File: config.mk
export PLATFORM = sky130hd
export DESIGN_NAME = bmp_pixel_array_packer_top
export DESIGN_NICKNAME = d
export VERILOG_FILES = /design/src/rtl/bmpp_pkg.sv /design/src/rtl/bmpp_front.sv /design/src/rtl/bmpp_fifo.sv /design/src/rtl/bmpp_back.sv /design/src/rtl/bmp_pixel_array_packer_top.sv
export SDC_FILE = /design/constraint.sdc
export NUM_CORES = 1
export LEC_CHECK = 0
export BUFFER_PORTS_ARGS = -buffer_cell sky130_fd_sc_hd__buf_4
export CORE_MARGIN = 2
export CORE_UTILIZATION = 61
export DETAILED_ROUTE_END_ITERATION = 6
export GPL_TIMING_DRIVEN = 0
export PLACE_DENSITY_LB_ADDON = 0.08
export SYNTH_ARGS = -nofsm -noshare
export SYNTH_HDL_FRONTEND = slang
export SYNTH_SLANG_ARGS = --single-unit
File: constraint.sdc
create_clock -name clk -period 5.5 [get_ports clk]
set_clock_uncertainty 0.1 [all_clocks]
set_input_delay 0.275 -clock clk [delete_from_list [all_inputs] [get_ports clk]]
set_output_delay 0.275 -clock clk [all_outputs]
set_load 0.03 [all_outputs]
File: src/rtl/bmpp_pkg.sv
// Package for the BMP pixel array packer.
// Holds sizes, register indexes and the command and status types that the
// front, queue and back modules share. Depends on nothing.
`default_nettype none

package bmpp_pkg;

    // Image bounds and the counter widths they set
    localparam int MAX_WIDTH  = 4096;
    localparam int MAX_HEIGHT = 4096;
    localparam int COL_W      = (MAX_WIDTH  > 1) ? $clog2(MAX_WIDTH)  : 1;
    localparam int ROW_W      = (MAX_HEIGHT > 1) ? $clog2(MAX_HEIGHT) : 1;

    // Configuration register widths and reset values
    localparam int CFG_DATA_W  = 13;
    localparam int CFG_INDEX_W = 2;
    localparam int THRESH_W    = 9;
    localparam int DIM_W       = 13;

    localparam logic [THRESH_W-1:0] THRESH_RESET = THRESH_W'(128);
    localparam logic [DIM_W-1:0]    DIM_RESET    = DIM_W'(1);

    // Register indexes of the configuration port
    typedef enum logic [CFG_INDEX_W-1:0] {
        REG_BITS_MODE    = 2'd0,
        REG_THRESHOLD    = 2'd1,
        REG_IMAGE_WIDTH  = 2'd2,
        REG_IMAGE_HEIGHT = 2'd3
    } bmpp_reg_t;

    // Queue between front and back
    localparam int FIFO_DEPTH = 4;
    localparam int FIFO_AW    = $clog2(FIFO_DEPTH);

    // One command: a data byte, then pads zero bytes
    typedef struct packed {
        logic [7:0] data_byte;
        logic       last_col;
        logic       last_row;
        logic [1:0] pads;
    } bmpp_cmd_t;

    // Queue fill status
    typedef struct packed {
        logic             full;
        logic             empty;
        logic [FIFO_AW:0] count;
    } bmpp_fifo_stat_t;

endpackage : bmpp_pkg

`default_nettype wire

File: src/rtl/bmpp_front.sv
// Front part of the BMP pixel array packer: configuration registers, pixel
// accept, row and column counting, 1-bit packing and pad count.
// Depends on bmpp_pkg.
`default_nettype none

module bmpp_front
    import bmpp_pkg::*;
(
    input  wire logic                   clk,
    input  wire logic                   rst_n,
    input  wire logic                   cfg_we,
    input  wire logic [CFG_INDEX_W-1:0] cfg_index,
    input  wire logic [CFG_DATA_W-1:0]  cfg_data,
    input  wire logic                   pix_valid,
    output logic                        pix_ready,
    input  wire logic [7:0]             pixel,
    input  wire bmpp_fifo_stat_t        fifo_stat,
    output logic                        push,
    output bmpp_cmd_t                   push_cmd
);

    logic                bits_mode_reg;
    logic [THRESH_W-1:0] threshold_reg;
    logic [DIM_W-1:0]    image_width_reg;
    logic [DIM_W-1:0]    image_height_reg;

    logic [COL_W-1:0]    col_reg, col_next;
    logic [ROW_W-1:0]    row_reg, row_next;
    logic [7:0]          acc_reg, acc_next;
    logic [2:0]          pos_reg, pos_next;

    logic [COL_W-1:0]    width_m1;
    logic [ROW_W-1:0]    height_m1;
    logic [COL_W+2:0]    wm1_ext;
    logic [1:0]          row_bytes_low;
    logic                accept;
    logic                last_col;
    logic                last_row;
    logic                bit_val;
    logic [7:0]          acc_merged;
    logic                emit;

    // Clamp dimensions to 1..MAX and keep them minus one
    always_comb
    begin
        if (image_width_reg == '0)
            width_m1 = '0;
        else if (32'(image_width_reg) > MAX_WIDTH)
            width_m1 = COL_W'(MAX_WIDTH - 1);
        else
            width_m1 = COL_W'(image_width_reg - DIM_W'(1));

        if (image_height_reg == '0)
            height_m1 = '0;
        else if (32'(image_height_reg) > MAX_HEIGHT)
            height_m1 = ROW_W'(MAX_HEIGHT - 1);
        else
            height_m1 = ROW_W'(image_height_reg - DIM_W'(1));
    end

    // Classify the pixel and build its command
    always_comb
    begin
        accept     = pix_valid && pix_ready;
        last_col   = col_reg >= width_m1;
        last_row   = row_reg >= height_m1;
        wm1_ext    = (COL_W+3)'(width_m1);
        bit_val    = {1'b0, pixel} >= threshold_reg;
        acc_merged = acc_reg | (8'(bit_val) << (3'd7 - pos_reg));

        if (bits_mode_reg)
        begin
            // bytes per row = floor((width - 1) / 8) + 1
            row_bytes_low = 2'(wm1_ext >> 3) + 2'd1;
            emit          = last_col || (pos_reg == 3'd7);
        end
        else
        begin
            row_bytes_low = 2'(wm1_ext) + 2'd1;
            emit          = 1'b1;
        end

        push_cmd.data_byte = bits_mode_reg ? acc_merged : pixel;
        push_cmd.last_col  = last_col;
        push_cmd.last_row  = last_row;
        push_cmd.pads      = last_col ? (2'd0 - row_bytes_low) : 2'd0;

        push = accept && emit;
    end

    assign pix_ready = !fifo_stat.full;

    // Next counter and packing state
    always_comb
    begin
        col_next = col_reg;
        row_next = row_reg;
        acc_next = acc_reg;
        pos_next = pos_reg;
        if (accept)
        begin
            if (last_col)
            begin
                col_next = '0;
                row_next = last_row ? '0 : row_reg + ROW_W'(1);
            end
            else
            begin
                col_next = col_reg + COL_W'(1);
            end
            if (bits_mode_reg)
            begin
                if (emit)
                begin
                    acc_next = '0;
                    pos_next = '0;
                end
                else
                begin
                    acc_next = acc_merged;
                    pos_next = pos_reg + 3'd1;
                end
            end
        end
    end

    // Hold configuration; any write restarts the frame
    always_ff @(posedge clk or negedge rst_n)
    begin
        if (!rst_n)
        begin
            bits_mode_reg    <= 1'b0;
            threshold_reg    <= THRESH_RESET;
            image_width_reg  <= DIM_RESET;
            image_height_reg <= DIM_RESET;
            col_reg          <= '0;
            row_reg          <= '0;
            acc_reg          <= '0;
            pos_reg          <= '0;
        end
        else if (cfg_we)
        begin
            unique case (bmpp_reg_t'(cfg_index))
                REG_BITS_MODE:    bits_mode_reg    <= cfg_data[0];
                REG_THRESHOLD:    threshold_reg    <= cfg_data[THRESH_W-1:0];
                REG_IMAGE_WIDTH:  image_width_reg  <= cfg_data[DIM_W-1:0];
                REG_IMAGE_HEIGHT: image_height_reg <= cfg_data[DIM_W-1:0];
                default:          bits_mode_reg    <= bits_mode_reg;
            endcase
            col_reg <= '0;
            row_reg <= '0;
            acc_reg <= '0;
            pos_reg <= '0;
        end
        else
        begin
            col_reg <= col_next;
            row_reg <= row_next;
            acc_reg <= acc_next;
            pos_reg <= pos_next;
        end
    end

endmodule : bmpp_front

`default_nettype wire

File: src/rtl/bmpp_fifo.sv
// Short command queue between the front and back of the packer.
// Register-based, first word shown at the head without a read delay.
// Depends on bmpp_pkg.
`default_nettype none

module bmpp_fifo
    import bmpp_pkg::*;
(
    input  wire logic      clk,
    input  wire logic      rst_n,
    input  wire logic      push,
    input  wire bmpp_cmd_t push_cmd,
    input  wire logic      pop,
    output bmpp_cmd_t      head,
    output bmpp_fifo_stat_t stat
);

    bmpp_cmd_t          mem [FIFO_DEPTH];
    logic [FIFO_AW-1:0] wr_ptr_reg;
    logic [FIFO_AW-1:0] rd_ptr_reg;
    logic [FIFO_AW:0]   count_reg;
    logic               do_push;
    logic               do_pop;

    always_comb
    begin
        stat.full  = count_reg == (FIFO_AW+1)'(FIFO_DEPTH);
        stat.empty = count_reg == '0;
        stat.count = count_reg;
        do_push    = push && !stat.full;
        do_pop     = pop && !stat.empty;
        head       = mem[rd_ptr_reg];
    end

    // Store incoming commands
    always_ff @(posedge clk)
    begin
        if (do_push)
            mem[wr_ptr_reg] <= push_cmd;
    end

    // Advance pointers and fill count
    always_ff @(posedge clk or negedge rst_n)
    begin
        if (!rst_n)
        begin
            wr_ptr_reg <= '0;
            rd_ptr_reg <= '0;
            count_reg  <= '0;
        end
        else
        begin
            if (do_push)
                wr_ptr_reg <= (32'(wr_ptr_reg) == FIFO_DEPTH - 1) ? '0
                                                                  : wr_ptr_reg + FIFO_AW'(1);
            if (do_pop)
                rd_ptr_reg <= (32'(rd_ptr_reg) == FIFO_DEPTH - 1) ? '0
                                                                  : rd_ptr_reg + FIFO_AW'(1);
            case ({do_push, do_pop})
                2'b10:   count_reg <= count_reg + (FIFO_AW+1)'(1);
                2'b01:   count_reg <= count_reg - (FIFO_AW+1)'(1);
                default: count_reg <= count_reg;
            endcase
        end
    end

endmodule : bmpp_fifo

`default_nettype wire

File: src/rtl/bmpp_back.sv
// Back part of the packer: expands each command into its data byte and pad
// bytes, one word per cycle unless stalled, via a registered output stage.
// Depends on bmpp_pkg.
`default_nettype none

module bmpp_back
    import bmpp_pkg::*;
(
    input  wire logic            clk,
    input  wire logic            rst_n,
    input  wire bmpp_cmd_t       head,
    input  wire bmpp_fifo_stat_t fifo_stat,
    output logic                 pop,
    output logic                 out_valid,
    input  wire logic            out_ready,
    output logic [7:0]           data_byte,
    output logic                 row_end,
    output logic                 frame_end,
    output logic                 run_last
);

    logic       out_valid_reg;
    logic [7:0] data_reg, data_next;
    logic       row_end_reg, row_end_next;
    logic       frame_end_reg, frame_end_next;
    logic       run_last_reg, run_last_next;
    logic       in_pads_reg, in_pads_next;
    logic [1:0] pad_left_reg, pad_left_next;
    logic       advance;
    logic       fire;
    logic       ends;

    // Pick the next word from the queue head
    always_comb
    begin
        advance        = !out_valid_reg || out_ready;
        fire           = advance && !fifo_stat.empty;
        in_pads_next   = in_pads_reg;
        pad_left_next  = pad_left_reg;
        pop            = 1'b0;
        if (!in_pads_reg)
        begin
            ends           = head.pads == 2'd0;
            data_next      = head.data_byte;
            row_end_next   = head.last_col && ends;
            frame_end_next = head.last_col && ends && head.last_row;
            run_last_next  = ends;
            if (fire)
            begin
                pop           = ends;
                in_pads_next  = !ends;
                pad_left_next = head.pads;
            end
        end
        else
        begin
            ends           = pad_left_reg == 2'd1;
            data_next      = 8'd0;
            row_end_next   = ends;
            frame_end_next = ends && head.last_row;
            run_last_next  = ends;
            if (fire)
            begin
                pop           = ends;
                in_pads_next  = !ends;
                pad_left_next = pad_left_reg - 2'd1;
            end
        end
    end

    // Hold output word until taken; advance pad state
    always_ff @(posedge clk or negedge rst_n)
    begin
        if (!rst_n)
        begin
            out_valid_reg <= 1'b0;
            in_pads_reg   <= 1'b0;
            pad_left_reg  <= '0;
        end
        else if (advance)
        begin
            out_valid_reg <= fire;
            in_pads_reg   <= in_pads_next;
            pad_left_reg  <= pad_left_next;
        end
    end

    // Output payload
    always_ff @(posedge clk)
    begin
        if (fire)
        begin
            data_reg      <= data_next;
            row_end_reg   <= row_end_next;
            frame_end_reg <= frame_end_next;
            run_last_reg  <= run_last_next;
        end
    end

    assign out_valid = out_valid_reg;
    assign data_byte = data_reg;
    assign row_end   = row_end_reg;
    assign frame_end = frame_end_reg;
    assign run_last  = run_last_reg;

endmodule : bmpp_back

`default_nettype wire

File: src/rtl/bmp_pixel_array_packer_top.sv
// Top level of the BMP pixel array packer: front, command queue and back.
// Depends on bmpp_pkg, bmpp_front, bmpp_fifo and bmpp_back.
//
//   Channel   Dir  Handshake                   Contents
//   s_axis    in   s_axis_tvalid/tready        tdata[7:0] = pixel
//   m_axis    out  m_axis_tvalid/tready        tdata[7:0] = data_byte,
//                                              tuser = {frame_end, row_end},
//                                              tlast = run_last
//   cfg       in   cfg_we                      cfg_index, cfg_data
//
// One pixel is taken per cycle while the queue has room; the back sends
// one byte per cycle while m_axis is ready, so a row-ending pixel with
// padding makes up to four bytes. A four-entry command queue absorbs those
// bursts; the front stalls only when it is full. Reset clears counters, the
// queue and the output stage, and loads the register reset values. A stalled
// m_axis holds its word and fills the queue.
`default_nettype none

module bmp_pixel_array_packer_top
    import bmpp_pkg::*;
(
    input  wire logic                   clk,
    input  wire logic                   rst_n,
    input  wire logic                   cfg_we,
    input  wire logic [CFG_INDEX_W-1:0] cfg_index,
    input  wire logic [CFG_DATA_W-1:0]  cfg_data,
    input  wire logic                   s_axis_tvalid,
    output logic                        s_axis_tready,
    input  wire logic [7:0]             s_axis_tdata,   // [7:0] pixel
    output logic                        m_axis_tvalid,
    input  wire logic                   m_axis_tready,
    output logic [7:0]                  m_axis_tdata,   // [7:0] data_byte
    output logic [1:0]                  m_axis_tuser,   // [0] row_end, [1] frame_end
    output logic                        m_axis_tlast
);

    bmpp_cmd_t       push_cmd;
    bmpp_cmd_t       head;
    bmpp_fifo_stat_t fifo_stat;
    logic            push;
    logic            pop;

    bmpp_front u_front (
        .clk       (clk),
        .rst_n     (rst_n),
        .cfg_we    (cfg_we),
        .cfg_index (cfg_index),
        .cfg_data  (cfg_data),
        .pix_valid (s_axis_tvalid),
        .pix_ready (s_axis_tready),
        .pixel     (s_axis_tdata),
        .fifo_stat (fifo_stat),
        .push      (push),
        .push_cmd  (push_cmd)
    );

    bmpp_fifo u_fifo (
        .clk      (clk),
        .rst_n    (rst_n),
        .push     (push),
        .push_cmd (push_cmd),
        .pop      (pop),
        .head     (head),
        .stat     (fifo_stat)
    );

    bmpp_back u_back (
        .clk       (clk),
        .rst_n     (rst_n),
        .head      (head),
        .fifo_stat (fifo_stat),
        .pop       (pop),
        .out_valid (m_axis_tvalid),
        .out_ready (m_axis_tready),
        .data_byte (m_axis_tdata),
        .row_end   (m_axis_tuser[0]),
        .frame_end (m_axis_tuser[1]),
        .run_last  (m_axis_tlast)
    );

    // Queue never holds more than its depth
    assert property (@(posedge clk) disable iff (!rst_n)
        32'(fifo_stat.count) <= FIFO_DEPTH)
        else $error("command queue overfilled");

    // A frame end is always a row end
    assert property (@(posedge clk) disable iff (!rst_n)
        m_axis_tvalid && m_axis_tuser[1] |-> m_axis_tuser[0])
        else $error("frame end without row end");

    // A row end closes the words of its pixel
    assert property (@(posedge clk) disable iff (!rst_n)
        m_axis_tvalid && m_axis_tuser[0] |-> m_axis_tlast)
        else $error("row end not on last word of pixel");

endmodule : bmp_pixel_array_packer_top

`default_nettype wire

==> results by stage, run 1 <==
STA:
- The fraction of the cycle the final worst path needs is 88.2%.
- The number of max-slew violations in the final report is 0.
- Hold timing on the final database bottoms out at a slack of 0.0197 ns.
- Summed over all failing endpoints, the final setup total negative slack is 0 ns.
- At the pin with the least slew margin, the transition time is 1.09 ns.
- The final hold violation count is 0.
- Setup violations remaining at the end of the flow were counted as 0.
- The maximum clock rate is 206 MHz.
- Setup repair after global routing left no endpoint under its margin.
- After layout, the minimum clock period comes to 4.85 ns.
- In this run the tightest slew margin relative to its limit is 26.8%.

Logic synthesis:
- After synthesis the cells add up to 7410 um2.
- The cell with the most instances after synthesis is dfrtp_1.
- In this run, synthesis produced a sequential element count of 141.
- After synthesis, the mean cell area works out to 11.7 um2.
- The proportion of register bits with asynchronous set or reset after synthesis is 58.2%.
- The number of flops mapped to enable cells by yosys is 59.
- The number of instances in the synthesized netlist is 633.
- By area the synthesized netlist is led by dfrtp_1 27%, edfxtp_1 24%, ha_1 7.6%.
- The proportion of synthesized chip area in sequential cells is 51.7%.
- Synthesis produced a netlist with a net count of 707.
- The number of different library cells in the post-synthesis netlist is 66.
- The commonest cells after synthesis are 79 x dfrtp_1, 59 x edfxtp_1, 49 x nor2_1.
- The dominant cell type by area after synthesis is dfrtp_1.
- The count of yosys warnings during synthesis is 0.
- The fraction of post-synthesis cell area in the top cell type by area is 26.7%.
- The commonest register cell after synthesis is dfrtp_1.

Detailed routing:
- The detailed router finished its first iteration with 319 violations.
- The detailed-routing iteration count for the pre-antenna-repair pass is 4.
- The antenna violation net count after detailed routing is 0.
- The final routed wirelength across all metal layers is 14800 um.
- The routed layout has 5108 vias.
- Using the TritonRoute via totals, the vias-per-cell ratio works out to 5.96.
- The residual DRC count is 0.
- After detailed routing, the average wire length per cell comes to 17.3 um.

Layout:
- The layout overhead on the synthesized area is 15.4%.
- The share of post-route cells with drive strength above 1 is 19.3%.
- The register with the most flip-flops in the layout has 48 of them.
- The post-layout instance count excluding filler cells is 857.
- The net total in the final layout is 771.
- The number of antenna diodes in the final layout is 0.
- After filler insertion, the fill cell instance count of the layout stands at 839.

Critical path:
- The cell type of the slowest stage on the worst timing path is o41ai_2.
- The cell family contributing the most delay on the critical path is compound AO/OA/AOI/OAI gates.
- The maximum fanout along the worst path is 10.
- At the worst endpoint, the required time is 5.70 ns.
- The critical path in this run is classified as reg2reg.
- The delay of the slowest critical-path stage is 0.77 ns.
- STA puts the critical path data arrival time at 5.05 ns.
- The worst setup path is captured at a register.
- STA classifies the critical path startpoint as a register.
- The signal on the critical path passes through or3_1, o41ai_2, o21ai_0, ha_1, nor2b_1, o21ai_0, nand3_1, and2_1, clkbuf_1, a31oi_1, inv_1, ha_1, fa_1, xnor2_1, nor2_1, xor2_1.
- The slack of the worst reg-to-reg path is 0.65 ns.
- The number of buffers and inverters on the critical path is 2.

Die:
- The number of top-level pins is 41.
- In this run the vertical extent of the chip is 114 um.
- The total die area is 13000 um2.
- The starting density of the core is 62.2%.
- The placement row count is 40.
- The floorplan die width is 114 um.
- The core region is 11900 um2.

Place:
- In this run, placement finished with an instance count of 820.
- The number of port buffers is 40.
- The wire-length estimate of the detail-placed layout is 10600 um.
- The congestion estimate from routability-driven global placement came to 0.868.

Clock network:
- The maximum number of buffers from clock root to sink is 2.
- Clock tree synthesis selected as its root buffer the cell clkbuf_16.
- The clock reaches the later pin of the worst-skew pair after 0.42 ns.
- The total clock sinks is 141.
- TritonCTS built the clock tree.
- The H-tree level count is 4.
- The number of clock buffers inserted by TritonCTS is 17.
- The clock-pin slew of the registers on the worst-case setup and hold paths is 0.06 ns.
- After clock tree synthesis, the setup repair step added 0 buffers.

Global route:
- The global router's overall resource usage is 24.9%.
- Entering global routing, the biggest net connects 83 pins.
- The remaining global-route overflow is 0.
- The first global-routing pass estimated 24900 um of wire.
- The number of global-route vias before repair is 5129.
- The initial antenna violation count is 0.

Pwr:
- The worst-case IR drop observed on VDD is 0.000178 V.
- The power density over cell area is 412 nW/um2.
- The leakage power figure is 3.65 nW.

Outcome:
- The flow ran to the end, and the final reports show no timing, DRC or antenna violations.

Run:
- The max-capacitance violation count is 0.

Hold path:
- The tightest min-delay check is of the in2reg type.
-- per-layer routing --
| metal | vias up | GRT usage, % | routed length, um |
|---|---|---|---|
| met5 | - | 0 | 0 |
| met4 | 0 | 11.6 | 313 |
| met3 | 27 | 4.71 | 409 |
| met2 | 97 | 44.6 | 8000 |
| met1 | 2521 | 28.9 | 6100 |
| li1 | 2463 | - | - |
-- through the flow --
step                      setup slack (ns)  power (W)  util [%]  instance area [um2]
final                                0.648    0.00352      71.8                 8550
after detailed placement             0.615    0.00237      66.3                 7890
after global routing                 0.239    0.00372      71.8                 8550
after floorplan                       1.22    0.00210         -                 7410
after CTS                            0.630    0.00355      71.8                 8550
after global placement               0.790    0.00232      66.3                 7890
-- path summary, 6_finish.rpt --
path	from	end	cells after the start
max	u_front.image_width_reg[11]	u_fifo.count_reg[2]	16
min	cfg_data[5]	u_front.image_height_reg[5]	2
max reg2reg	u_front.image_width_reg[11]	u_fifo.count_reg[2]	16
min reg2reg	u_fifo.count_reg[2]	u_fifo.count_reg[2]	1
max in group asynchronous	rst_n	u_front.col_reg[10]	2
min in group asynchronous	rst_n	u_fifo.rd_ptr_reg[1]	2
-- where the power goes --
group          total [W]  internal, W  switching, W
combinational   0.000906     0.000414      0.000492
sequential       0.00145      0.00131      0.000132
clock            0.00117     0.000754      0.000417
total            0.00352      0.00248       0.00104
-- cells by family after synthesis --
family / after synthesis / synth area share [%]
muxes: 57 / 10.4
adders and majority gates: 47 / 8.02
and+or+nand+nor: 182 / 13.1
xor gates and xnor gates: 21 / 2.48
buffers and inverters: 55 / 3.01
AOI/OAI and AO/OA: 130 / 11.2
DFF: 141 / 51.7
-- worst reg2reg max path: stages (launching register included) --
cell and delay (ns):
dfrtp_1 0.43, or3_1 0.46, o41ai_2 0.77, o21ai_0 0.27, ha_1 0.36, nor2b_1 0.04, o21ai_0 0.23, nand3_1 0.16
and2_1 0.16, clkbuf_1 0.20, a31oi_1 0.48, inv_1 0.10, ha_1 0.24, fa_1 0.38, xnor2_1 0.16, nor2_1 0.06
xor2_1 0.13
-- layout by cell type (no fill, tap or decap), types with 9 or more instances in the layout --
master	netlist	layout
a21oi_1	40	39
a22o_1	11	11
a31oi_1	10	10
and2_1	17	17
buf_4	2	42
clkbuf_1	15	18
clkbuf_16	0	17
dfrtp_1	79	79
edfxtp_1	59	59
ha_1	45	45
inv_1	32	32
mux2_2	41	41
mux4_2	12	12
nand2_1	32	32
nand3_1	13	13
nor2_1	49	49
nor2b_1	13	13
nor3_1	12	12
o21ai_0	27	27
or3_1	9	9
xnor2_1	13	13
-- cell type report --
cell class | count | area [um2] | area share, %
plain buffers | 23 | 103 | 1.20
clock buffers | 20 | 437 | 5.11
clock inverters | 12 | 168 | 1.96
inverters | 32 | 120 | 1.40
multi-input cells | 437 | 3360 | 39.3
flip-flops and latches | 141 | 3830 | 44.8
well taps | 147 | 184 | 2.15
repair buffers | 45 | 350 | 4.10
-- timing repair --
action                    CTS  global route
hold endpoints to repair   46             0
resized for setup           0             0
hold buffers                5             0
No activity file was read; power rests on OpenSTA's default activity.
==> run 2, diff against run 1 <==
- PLACE_DENSITY: not set -> 0.8
- PLACE_DENSITY_LB_ADDON: 0.08 -> not set
==> run 2 against run 1 <==
  * Worst hold slack worse by 0.010 ns
  * Combinational power barely moved
  * Worst setup slack worse by 0.10 ns
  * Count of clock-buffer cells in the layout stayed put
  * Power shrank 2.8%
  * Cell count increased by 0.47%
  * Via count increased by 0.20%
  * Sequential share of layout area is essentially flat
  * Critical path type unchanged
  * Critical endpoint unchanged
==> results by stage, run 2 (same netlist as run 1, synthesis figures left out) <==
Outcome:
- The flow ran to the end, and the final reports show no timing, DRC or antenna violations.

Clock network:
- The count of buffers added by post-CTS timing repair for setup was 0 (unchanged).
- The TritonCTS clock tree is built.
- The maximum number of buffers from clock root to sink was 2 (unchanged).
- The H-tree level count came to 4 (unchanged).
- The master cell of the clock root buffer is clkbuf_16.
- The total clock sinks came to 141 (unchanged).
- The clock-pin slew of the registers on the worst-case setup and hold paths is 0.06 ns (about the same).
- The number of clock buffers inserted by TritonCTS was 17 (unchanged).
- The insertion delay to the later sink of the worst-skew pair came to 0.43 ns (about the same).

Layout:
- The layout overhead on the synthesized area is 15.3% (about the same).
- The number of inserted diodes is 0 (unchanged).
- The net total in the final layout is 775 (+0.52%).
- The share of post-route cells with drive strength above 1 is 19.7% (+0.45 points).
- In the layout the commonest cells are 79 x dfrtp_1, 59 x edfxtp_1, 49 x nor2_1.
- The number of flip-flops under the largest register name is 48 (unchanged).
- The fraction of the core area covered by cells at the end of the flow came to 71.7% (about the same).
- The library cell used most frequently in the layout, excluding fill and tap cells, is dfrtp_1.
- The post-layout instance count excluding filler cells was 861 (+0.47%).

Critical path:
- The critical path goes through or3_1, or3_1, clkbuf_1, or3_1, buf_2, o21ai_0, ha_1, nand2_1, nor3_1, nand3_1, and2_1, clkbuf_1, a31oi_1, inv_1, ha_1, fa_1, xnor2_1, nor2_1, xor2_1.
- The required time at the endpoint of the critical path was 5.75 ns (+0.05 ns).
- The type of destination of the critical path is a register.
- The endpoint identified for the worst register-to-register timing path is u_fifo.count_reg[2].
- The slack of the worst reg-to-reg path is 0.54 ns (-0.10 ns).
- The path type of the worst setup path is reg2reg.
- On the critical path, the stage with the largest delay is an instance of a31oi_1.
- Grouping stages by cell kind, the critical path spends the most delay in simple AND/OR/NAND/NOR gates.
- The buffers plus inverters on the worst setup path was 4 (+2).
- The worst reg2reg path depth is 19 (+3).
- The startpoint identified for the worst register-to-register timing path is u_front.image_width_reg[3].
- The most prevalent standard cell on the critical path is or3_1.
- The maximum fanout along the worst path is 10 (unchanged).
- The delay of the slowest critical-path stage is 0.50 ns (-0.27 ns).
- The data arrival time of the worst path came to 5.20 ns (+0.15 ns).
- The kind of start point of the critical path is a register.

Die:
- The starting density of the core is 62.2% (unchanged).
- The total die area came to 13000 um2 (unchanged).
- The number of top-level pins is 41 (unchanged).
- The placement row count is 40 (unchanged).
- The overall die height is 114 um (unchanged).
- The floorplan die width is 114 um (unchanged).
- The core region area is 11900 um2 (unchanged).

Run:
- The max-capacitance violation count is 0 (unchanged).

Place:
- The global placer's final weighted congestion is 0.894 (+3.0%).
- The number of port buffers was 40 (unchanged).
- The half-perimeter wire length after placement was 10800 um (+1.4%).
- The instance count after placement with tap cells included is 820 (unchanged).

Global route:
- The remaining global-route overflow came to 0 (unchanged).
- The number of global-route vias before repair is 5176 (+0.92%).
- The largest net degree at the start of global routing came to 83 (unchanged).
- The global router's overall resource usage is 24.2% (-0.70 points).
- The wire length of the first global-routing pass is 24300 um (-2.5%).
- The initial antenna violation count came to 0 (unchanged).

Detailed routing:
- The number of vias in the routed layout is 5118 (+0.20%).
- The antenna violation net count after detailed routing is 0 (unchanged).
- The routed wirelength normalized by instance count is 17.0 um (-1.8%).
- The number of DRC markers in iteration 0 is 272 (-15%).
- The final routed wirelength across all metal layers is 14600 um (-1.3%).
- The residual DRC count is 0 (unchanged).
- The detailed-routing iteration count for the pre-antenna-repair pass came to 6 (+2).
- The number of vias per cell was 5.94 (-0.27%).

STA:
- The final number of setup-violating endpoints is 0 (unchanged).
- The final-layout setup total negative slack is 0 ns (unchanged).
- Setup repair after global routing left no endpoint under its margin.
- The maximum clock rate was 202 MHz (-2.1%).
- The minimum clock period after layout is 4.96 ns (+0.104 ns).
- The number of max-slew violations in the final report came to 0 (unchanged).
- The actual slew at the worst max-slew pin is 1.15 ns (+0.0608 ns).
- The fraction of the cycle the final worst path needs came to 90.1% (+1.9 points).
- The worst max-slew margin expressed relative to the limit was 22.7% (-4.1 points).
- The final hold violation count is 0 (unchanged).

Pwr:
- The power density over cell area was 401 nW/um2 (-2.7%).
- The worst voltage drop across the vdd grid is 0.000244 V (+37%).
- The leakage power figure was 3.65 nW (about the same).

Hold path:
- The worst hold path stage count is 2 (unchanged).
- The path class of the tightest hold or removal check is in2reg.
- The hold path endpoint is u_front.image_height_reg[2].
- In this run the most critical hold path is launched from cfg_data[2].
[run 2: cell types whose count changed in the layout (fill, tap and decap cells not counted), sizes merged]
cell / change
clkinv: -3
bufinv: -4
inv: +7
dlygate4sd3: +4
[run 2: cell type report]
class	instances	area [um2]
Inverter	32	120
Fill cell	841	3370
Tap cell	147	184
Timing Repair Buffer	49	390
Buffer	23	103
Clock inverter	12	101
Sequential cell	141	3830
Multi-Input combinational cell	437	3360
Clock buffer	20	457
[run 2: worst max-delay path by stage]
stage	from	to	slack (ns)	depth (start not counted)
2_1_floorplan	u_front.image_width_reg[4]	u_fifo.count_reg[2]	1.22	19
3_3_place_gp	u_front.image_width_reg[11]	u_fifo.count_reg[2]	0.83	16
3_5_place_dp	u_front.image_width_reg[3]	u_fifo.count_reg[2]	0.63	19
4_1_cts	u_front.image_width_reg[3]	u_fifo.count_reg[2]	0.54	19
5_1_grt	u_front.image_width_reg[11]	u_fifo.count_reg[2]	0.13	16
6_report	u_front.image_width_reg[3]	u_fifo.count_reg[2]	0.54	19
[run 2: timing repair]
item | 4_1_cts | 5_1_grt
resized for setup | 0 | 0
hold buffers | 9 | 0
endpoints found under the hold margin | 75 | 0
[run 2: power breakdown]
part / switching [W] / total, W / internal (W)
Combinational: 0.000488 / 0.000905 / 0.000417
Sequential: 0.000135 / 0.00145 / 0.00131
Clock: 0.000458 / 0.00107 / 0.000613
[run 2: metal layers]
layer  vias to the layer above  wire [um]  GRT usage (%)
li1                       2468          -              -
met1                      2507       5980           28.3
met2                       116       7890           43.3
met3                        27        524           5.72
met4                         0        233           9.02
met5                         -          0              0
[run 2: through the flow]
step	total power (W)	cell area [um2]	worst slack, ns	hold slack [ns]
global placement	0.00231	7890	0.831	0.367
detailed placement	0.00237	7890	0.626	0.371
global route	0.00361	8540	0.126	0.00848
floorplan	0.00210	7410	1.22	-0.121
CTS	0.00345	8540	0.541	0.00344
finish	0.00342	8540	0.544	0.00926
==> run 3, diff against run 2 <==
- CORE_UTILIZATION: 61 -> 65
- CTS_BUF_LIST: not set -> sky130_fd_sc_hd__clkbuf_4
- HOLD_SLACK_MARGIN: not set -> 0.05
- PLACE_DENSITY: 0.8 -> 0.84
- clock period: 5.5 -> 6.2 ns (I/O delays scaled with it)
==> run 3 against run 2 <==
  * Worst hold slack improved by 0.086 ns
  * Worst setup slack gained 0.76 ns
  * Design area fell by 2.9%
  * Non-clock buffer count rose by 9
  * Sequential power shrank 12%
  * Combinational power is 10% lower
==> results by stage, run 3 (same netlist as run 1, synthesis figures left out) <==
Place:
- The global placer's final weighted congestion is 0.845 (-5.5%).
- The number of port buffers is 40 (unchanged).
- The half-perimeter wire length after placement is 11000 um (+2.4%).

Clock network:
- The root buffer cell chosen for the clock tree is clkbuf_4.
- The clock-pin slew of the registers on the worst-case setup and hold paths was 0.13 ns (+0.07 ns).
- The number of clock buffers inserted by TritonCTS is 17 (unchanged).
- The number of gates resized after cts is 0 (unchanged).
- The total clock sinks is 141 (unchanged).
- The maximum number of buffers from clock root to sink is 2 (unchanged).
- The insertion delay to the later sink of the worst-skew pair is 0.55 ns (+0.12 ns).
- TritonCTS built the clock tree.
- The H-tree level count came to 4 (unchanged).

STA:
- Setup repair after global routing left no endpoint under its margin.
- The minimum clock period after layout came to 4.90 ns (-0.0558 ns).
- The final number of setup-violating endpoints is 0 (unchanged).
- The maximum clock rate is 204 MHz (+1.1%).
- The number of max-slew violations in the final report came to 0 (unchanged).
- The fraction of the cycle the final worst path needs is 79.0% (-11 points).
- The actual slew at the worst max-slew pin is 1.39 ns (+0.244 ns).
- The final-layout setup total negative slack is 0 ns (unchanged).
- The final hold violation count is 0 (unchanged).
- The worst max-slew margin expressed relative to the limit is 7.14% (-16 points).

Hold path:
- The min-delay analysis places its worst path in the category in2reg.

Critical path:
- The maximum fanout along the worst path came to 9 (-1).
- The data arrival time of the worst path is 5.23 ns (+0.03 ns).
- The capture instance of the worst register-to-register path is u_fifo.count_reg[2].
- Tracing the worst setup path back leads to its startpoint at u_front.image_width_reg[3].
- The worst flop-to-flop path startpoint is u_front.image_width_reg[3].
- The required time at the endpoint of the critical path is 6.53 ns (+0.78 ns).
- The slack of the worst reg-to-reg path came to 1.30 ns (+0.76 ns).
- The worst reg2reg path depth is 18 (-1).
- The endpoint of the worst setup timing path is u_fifo.count_reg[2].
- The worst setup path is launched from a register.
- The path type of the worst setup path is reg2reg.
- The type of destination of the critical path is a register.

Outcome:
- The run finished with clean final reports.

Layout:
- In the layout the commonest cells are 79 x dfrtp_1, 59 x edfxtp_1, 49 x nor2_1.
- The most common cell after layout, fill and taps aside is dfrtp_1.
- The number of flip-flops under the largest register name was 48 (unchanged).
- The share of post-route cells with drive strength above 1 is 19.5% (-0.25 points).
- The number of inserted diodes is 0 (unchanged).
- The layout overhead on the synthesized area is 12.0%.
- The net total in the final layout was 784 (+1.2%).
- The fraction of the core area covered by cells at the end of the flow was 75.5% (+3.8 points).

Die:
- The starting density of the core is 67.5% (+5.3 points).
- The core region area is 11000 um2 (-7.8%).
- The overall die height came to 111 um (-3.0%).
- The total die area is 12300 um2 (-5.9%).
- The number of top-level pins is 41 (unchanged).
- The floorplan die width is 111 um (-3.0%).
- The placement row count is 38 (-5.0%).

Pwr:
- The leakage power figure is 3.54 nW (-3.1%).
- The worst voltage drop across the vdd grid is 0.000231 V (-5.3%).
- The power density over cell area is 313 nW/um2 (-22%).

Global route:
- The remaining global-route overflow came to 0 (unchanged).
- The largest net degree at the start of global routing was 83 (unchanged).
- The initial antenna violation count is 0 (unchanged).
- The global router's overall resource usage is 25.2% (+1.0 points).
- The number of global-route vias before repair is 5294 (+2.3%).
- The wire length of the first global-routing pass came to 24600 um (+1.4%).

Detailed routing:
- The number of vias in the routed layout is 5180 (+1.2%).
- The residual DRC count is 0 (unchanged).
- The routed wirelength normalized by instance count was 17.3 um (+1.9%).
- The antenna violation net count after detailed routing came to 0 (unchanged).
- The number of vias per cell came to 6.00 (+0.98%).
- The detailed-routing iteration count for the pre-antenna-repair pass came to 5 (-1).
- The final routed wirelength across all metal layers is 14900 um (+2.1%).
- The number of DRC markers in iteration 0 came to 236 (-13%).

Run:
- The max-capacitance violation count is 0 (unchanged).
run 3: changes by cell type in the layout (fill, tap and decap cells not counted), moves of 2 or more:
cell | before | now
clkinv_2 | 1 | 5
clkbuf_8 | 2 | 0
inv_6 | 6 | 1
clkbuf_4 | 0 | 18
dlygate4sd3_1 | 9 | 18
clkbuf_16 | 17 | 0
clkinvlp_4 | 0 | 3
run 3: how the worst min path moves through the flow:
stage / end / slack, ns / from / cells past startpoint
floorplan: u_back.in_pads_reg / -0.09 / rst_n / 0
global placement: u_back.pad_left_reg[0] / 0.37 / u_back.pad_left_reg[0] / 1
detailed placement: u_front.acc_reg[4] / 0.39 / u_front.acc_reg[4] / 2
CTS: u_fifo.mem[1][10] / 0.06 / s_axis_tdata[6] / 3
global route: u_fifo.mem[3][9] / 0.07 / s_axis_tdata[5] / 3
finish: u_fifo.mem[1][10] / 0.1 / s_axis_tdata[6] / 3
run 3: area by class of cell:
| cell class | count | area [um2] |
|---|---|---|
| Sequential cell | 141 | 3830 |
| Tap cell | 140 | 175 |
| Multi-Input combinational cell | 437 | 3360 |
| Clock inverter | 14 | 97.6 |
| Timing Repair Buffer | 58 | 480 |
| Buffer | 23 | 103 |
| Clock buffer | 18 | 135 |
| Inverter | 32 | 120 |
| Fill cell | 699 | 2690 |
run 3: timing repair:
item,CTS,global route
hold endpoints to repair,118,0
buffers inserted,0,0
hold buffers,18,0
endpoints found under the setup margin,0,0
run 3: per-stage QoR:
| stage | power (W) | area [um2] | hold slack (ns) | instances | setup WS (ns) |
|---|---|---|---|---|---|
| floorplan | 0.00186 | 7410 | -0.0856 | 633 | 1.92 |
| global placement | 0.00205 | 7880 | 0.366 | 813 | 1.55 |
| detailed placement | 0.00211 | 7880 | 0.385 | 813 | 1.36 |
| CTS | 0.00261 | 8300 | 0.0558 | 863 | 1.32 |
| global route | 0.00275 | 8300 | 0.0732 | 863 | 0.970 |
| finish | 0.00260 | 8300 | 0.0956 | 863 | 1.30 |
run 3: critical path, stage by stage (launching register included):
cell      delay (ns)
dfrtp_1         0.45
or3_1           0.44
or4_1           0.50
nor2_1          0.29
a311oi_1        0.14
a21o_1          0.17
ha_1            0.29
nand2_1         0.08
nor2_1          0.20
a21oi_1         0.15
and2_1          0.18
clkbuf_1        0.20
a31oi_1         0.47
inv_1           0.11
ha_1            0.24
fa_1            0.39
xnor2_1         0.18
nor2_1          0.07
xor2_1          0.14
run 3: where the power goes:
part | switching (W) | internal [W]
Clock | 0.000340 | 0.000162
Sequential | 0.000121 | 0.00116
Combinational | 0.000439 | 0.000372
Total | 0.000900 | 0.00170
run 3: layer usage:
metal	routed length, um	part of all wire (%)	global-route usage (%)	up-vias
met2	8240	55	47.8	121
met1	5960	40	28.4	2549
met4	249	1.7	8.58	0
li1	-	-	-	2485
met3	490	3.3	4.54	25
met5	0	0	0	-
